File: config.mk
export PLATFORM = sky130hd
export DESIGN_NAME = bhq_ctrl
export DESIGN_NICKNAME = d
export VERILOG_FILES = /design/src/bhq_pkg.sv /design/src/bhq_ctrl.sv
export SDC_FILE = /design/constraint.sdc
export NUM_CORES = 1
export LEC_CHECK = 0
export BUFFER_PORTS_ARGS = -buffer_cell sky130_fd_sc_hd__buf_2
export CAP_MARGIN = 20
export CORE_AREA = 2 2 39 41
export DETAILED_ROUTE_END_ITERATION = 8
export DIE_AREA = 0 0 41 43
export PLACE_DENSITY_LB_ADDON = 0.3
export SLEW_MARGIN = 20
export SYNTH_ARGS = -nofsm -noshare
export SYNTH_HDL_FRONTEND = slang
export SYNTH_SLANG_ARGS = --single-unit
File: constraint.sdc
create_clock -name clk -period 2.5 [get_ports clk]
set_input_delay 0.75 -clock clk [delete_from_list [all_inputs] [get_ports clk]]
set_output_delay 0.75 -clock clk [all_outputs]
set_load 0.03 [all_outputs]
File: src/bhq_pkg.sv
// ----------------------------------------------------------------------------
// bhq_pkg
// Shared types and codes for the binary min-heap priority queue: entry
// layout, operation and status codes, controller states and the command and
// status bundles between the controller and the datapath.
// ----------------------------------------------------------------------------
package bhq_pkg;

  localparam int DATA_W  = 8;
  localparam int PRIO_W  = 16;
  localparam int ENTRY_W = DATA_W + PRIO_W;
  localparam int STAT_W  = 2;
  localparam int COUNT_OUT_W = 8;

  // Operation codes on the op port.
  localparam logic OP_INSERT = 1'b0;
  localparam logic OP_REMOVE = 1'b1;

  // Result status codes.
  localparam logic [STAT_W-1:0] ST_OK    = 2'd0;
  localparam logic [STAT_W-1:0] ST_EMPTY = 2'd1;
  localparam logic [STAT_W-1:0] ST_FULL  = 2'd2;

  // One heap slot: priority in the upper bits, data in the lower bits.
  typedef struct packed {
    logic [PRIO_W-1:0] prio;
    logic [DATA_W-1:0] data;
  } entry_t;

  // Controller states.
  typedef enum logic [2:0] {
    S_IDLE,
    S_INS_CHK,
    S_INS_CMP,
    S_DEL_LOAD,
    S_DEL_CHK,
    S_DEL_CMP
  } state_t;

  // Commands from the controller to the datapath.
  typedef struct packed {
    logic load_item;    // capture the incoming item
    logic fail_full;    // report insert on a full heap
    logic fail_empty;   // report remove on an empty heap
    logic init_ins;     // position := count + 1
    logic ins_rd;       // read the parent of the current position
    logic ins_move;     // move the parent down to the current position
    logic ins_place;    // write the new item at the current position
    logic del_rd_root;  // read the root and the last slot
    logic del_load;     // latch root data and last entry, position := root
    logic del_rd_kids;  // read both children of the current position
    logic del_move;     // move the chosen child up to the current position
    logic del_place;    // write the last entry at the current position
  } dp_cmd_t;

  // Status from the datapath to the controller.
  typedef struct packed {
    logic is_full;
    logic is_zero;
    logic at_root;
    logic less_parent;
    logic no_child;
    logic last_le_child;
  } dp_stat_t;

endpackage

File: src/bhq_ctrl.sv
// ----------------------------------------------------------------------------
// bhq_ctrl
// Controller state machine: sequences the sift-up of an insert and the
// sift-down of a remove, with a check state and a compare state per heap level.
// ----------------------------------------------------------------------------
module bhq_ctrl (
  input  logic             clk,
  input  logic             rst,
  input  logic             start,
  input  logic             op,
  input  bhq_pkg::dp_stat_t stat,
  output bhq_pkg::dp_cmd_t  cmd,
  output logic             busy
);
  import bhq_pkg::*;

  state_t state, state_next;

  // State register.
  always_ff @(posedge clk) begin
    if (rst) begin
      state <= S_IDLE;
    end else begin
      state <= state_next;
    end
  end

  // Next-state logic.
  always_comb begin
    state_next = state;
    case (state)
      S_IDLE: begin
        if (start) begin
          if (op == OP_INSERT) begin
            state_next = stat.is_full ? S_IDLE : S_INS_CHK;
          end else begin
            state_next = stat.is_zero ? S_IDLE : S_DEL_LOAD;
          end
        end
      end
      S_INS_CHK:  state_next = stat.at_root ? S_IDLE : S_INS_CMP;
      S_INS_CMP:  state_next = stat.less_parent ? S_INS_CHK : S_IDLE;
      S_DEL_LOAD: state_next = S_DEL_CHK;
      S_DEL_CHK:  state_next = stat.no_child ? S_IDLE : S_DEL_CMP;
      S_DEL_CMP:  state_next = stat.last_le_child ? S_IDLE : S_DEL_CHK;
      default:    state_next = S_IDLE;
    endcase
  end

  // Command outputs.
  always_comb begin
    cmd = '0;
    case (state)
      S_IDLE: begin
        if (start) begin
          cmd.load_item = 1'b1;
          if (op == OP_INSERT) begin
            if (stat.is_full) cmd.fail_full = 1'b1;
            else              cmd.init_ins  = 1'b1;
          end else begin
            if (stat.is_zero) cmd.fail_empty  = 1'b1;
            else              cmd.del_rd_root = 1'b1;
          end
        end
      end
      S_INS_CHK: begin
        if (stat.at_root) cmd.ins_place = 1'b1;
        else              cmd.ins_rd    = 1'b1;
      end
      S_INS_CMP: begin
        if (stat.less_parent) cmd.ins_move  = 1'b1;
        else                  cmd.ins_place = 1'b1;
      end
      S_DEL_LOAD: cmd.del_load = 1'b1;
      S_DEL_CHK: begin
        if (stat.no_child) cmd.del_place   = 1'b1;
        else               cmd.del_rd_kids = 1'b1;
      end
      S_DEL_CMP: begin
        if (stat.last_le_child) cmd.del_place = 1'b1;
        else                    cmd.del_move  = 1'b1;
      end
      default: cmd = '0;
    endcase
  end

  assign busy = (state != S_IDLE);

endmodule

# [Word-level counts from Yosys, hierarchy flattened]
# Cells that the tools add are included.
# Widths: inputs -> output; s select.
[word_totals] regBits=3 input_bits=10 out_inout_bits=13 wordCells=45
[classes] eq_ne=6 muxes=36 reduce_logical=2
[op_table] op="$mux 1" count=25
[op_table] op="$pmux 3 s6" count=1
[op_table] op="$mux 3" count=3
[op_table] op="$mux 4" count=2
[op_table] op="$eq 3x2->1 const B" count=2
[op_table] op="$eq 3x3->1 const B" count=2
[op_table] op="$mux 2" count=3
[op_table] op="$pmux 1 s2" count=2
[op_table] op="$eq 3x1->1 const B" count=1
[op_table] op="$logic_not 3->1" count=1
[op_table] op="$reduce_bool 3->1" count=1
[op_table] op="$ne 2x2->1 const B" count=1

# [Longest topological paths before layout]
[logic_depth] depth_word=4 depth_mapped=5 mapped_depth_nobuf=4

# [Worst setup path after synthesis]
# Ideal clock, no wire load.
[synth_timing] path_type="input-to-output" from="input start" to="output cmd[10] (netlist name)" arrival_time_ns=1.585 t_required_ns=1.750 slack_ns=0.165 cell_stages=2 path_buffers=0 path_cell_list="nand2_1 nor3b_1"
[synth_lines] item="start: declaration" line_no="bhq_ctrl.sv:9" text="input logic start,"
[synth_lines] item="end: declaration" line_no="bhq_ctrl.sv:12" text="output bhq_pkg::dp_cmd_t cmd,"

==> metrics.txt <==
area leader, netlist=dfxtp_1; Clock Root Buffer=clkbuf_4; Seq pwr share=approximately 29%; DRC viols=0; drt wl/cell=roughly 10 um; Max Freq=434.0 MHz; CORE AREA=roughly 0.0014 mm2; Hold/Removal Path Class=primary input to flop; total grt overflow=0; Initial Util=between 20% and 30%; number of flops mapped to enable cells by yosys=0; die width=~41 um; Placement Rows=14; vias in the first global route=approximately 290; post-synth cell types=23; Final Cycle Share=~92%; CTS-repair resized insts=0; VDD IR max=just over 0.2 mV; fin util=~33%; PnR worst setup slack=~200 ps; Hold Fails Final Rpt=0; P per Cell Area=between 400 and 500 mW/mm2; Seq/Total Area, Yosys=18.39%; DR pass1 iterations=4; Leakage=about 0.22 nW; Filler Cell Count=161; Initial DRC Count=4; I/O Buffers=22; Worst-path clk slew=about 40 ps; Critical Path RT=1750 ps; number of diodes=0; Avg Inst Size Synth=8.826 um2; syn nets=47; Internal=~0.00013 W; dpl hpwl=around 620 um; Async SR Flop Fraction=0%; Area contributors post-synth=dfxtp_1 18%, nor4b_2 9.2%, nor4bb_4 7.7%, buf_6 6.9%, nor3b_1 6.9%; H-tree Lvls=1; commonest non-fill, non-tap cell in the layout=buf_2; max reg flops=3; clock sinks=3; first-pass GRT wire length=~1100 um; Post-Syn Instances=37; most flop-heavy register=state; Yosys warning count=0; Final ANT Viol Nets=0; Fin Setup TNS=0 ps; Setup violations, final=0; crit path max fanout=12; Hold Path Depth=3; Yosys reg bits=3; synthesized cell area=between 300 and 400 um2; CTS tree=done; clock share of power=about two fifths; pin count of the biggest net entering global routing=13; CP Launch Type=flop; Slew Viols, Final=0; Skew-Pair Late Insertion Delay=between 200 and 250 ps; Avg Vias per Cell=between 4 and 5; Tot Pwr=between 0.0002 and 0.00025 W; min cycle time layout=2304 ps; Worst Reg-to-Reg Cells=3; share of layout cells above drive strength 1=55.00%; predominant post-synthesis flop cell=dfxtp_1; chip height=~43 um; Overall Global Routing Usage=9.739%; via count=~350; antenna violations before repair=0; RSZ-0062 raised after global routing=no; clk buf depth=2; CTS Buf Count=3; critical path class=flop to output port; pre-CTS setup slack=around 310 ps; status=finished, final reports clean; Hold Slack=around 830 ps; Crit. End Element=output port; final wirelength=just under 800 um; cts hold-fix bufs=0; Synth top area share=18.39%; Final nets=71; I/O pin total=23; Combinational Power Share=30.1%; max_cap viols=0; GP Congestion=around 0.68; net switching power=~0.000067 W; Setup Fix Bufs, Post-CTS=0; die area=0.001763 mm2; Max-slew headroom=about 65%; area grow syn2layout=38.70%; CP arrival=1550 ps; Sw Ratio=between 30 and 40%; commonest cells after routing, fill and taps aside=22 x buf_2, 5 x nor2_1, 3 x nor3b_1, 3 x clkbuf_4, 3 x dfxtp_1; Regs by FF count=state (3); Worst-Margin Slew=about 530 ps; post-route clock skew=roughly 2 ps
[critical path, cell delays in order (launching register included)]
cell	delay (ps)
dfxtp_1	460
nor3_4	300
nand2_1	140
nor3b_1	210
buf_2	220
[worst paths after layout]
path	start	endpoint	slack, ps
max	state[1]$_SDFFE_PP0P_	cmd[10]	200
min	rst	state[0]$_SDFFE_PP0P_	830
max reg2reg	state[1]$_SDFFE_PP0P_	state[1]$_SDFFE_PP0P_	1280
min reg2reg	state[1]$_SDFFE_PP0P_	state[0]$_SDFFE_PP0P_	830
[layout make-up]
class | count | area, um2 | share of cell area (%)
clock buffers | 4 | 26.28 | 5.801
flip-flops and latches | 3 | 60.06 | 13.26
multi-input cells | 29 | 229.0 | 50.55
inverters | 2 | 7.507 | 1.657
repair buffers | 22 | 110.1 | 24.31
well taps | 16 | 20.02 | 4.420
[synthesized netlist by cell type, types with 2 or more instances]
cell type	count
a21oi_1	2
buf_6	2
dfxtp_1	3
inv_1	2
nand2_1	2
nor2_1	5
nor3_1	2
nor3b_1	3
nor4b_2	2
[kinds of logic after synthesis]
group | Yosys count | share of synthesized area, %
compound gates | 6 | 11.88
buf+inv | 5 | 11.50
flops | 3 | 18.39
mux | 1 | 3.065
simple gates | 22 | 55.18
[routing by layer]
metal / vias to the layer above / part of all wire [%] / track usage [%]
met5: - / 0 / 0
met3: 0 / 8.9 / 4.712
met1: 154 / 42 / 9.968
met4: 0 / 0 / 6.000
met2: 14 / 49 / 15.00
li1: 180 / - / -
[metrics by stage]
step / instance area [um2] / instances
finish: 452.9 / 76
global route: 452.9 / 76
CTS: 452.9 / 76
detailed placement: 426.7 / 72
global placement: 426.7 / 72
floorplan: 326.6 / 37
[power groups by stage]
stage	logic (W)	registers (W)	clock network (W)
2_1_floorplan	0.0000490	0.0000524	0
3_3_place_gp	0.0000606	0.0000582	0
3_5_place_dp	0.0000611	0.0000583	0
4_1_cts	0.0000611	0.0000577	0.0000882
5_1_grt	0.0000660	0.0000582	0.0000929
6_report	0.0000605	0.0000575	0.0000831
Note: power is estimated with default switching activity, not from simulation.
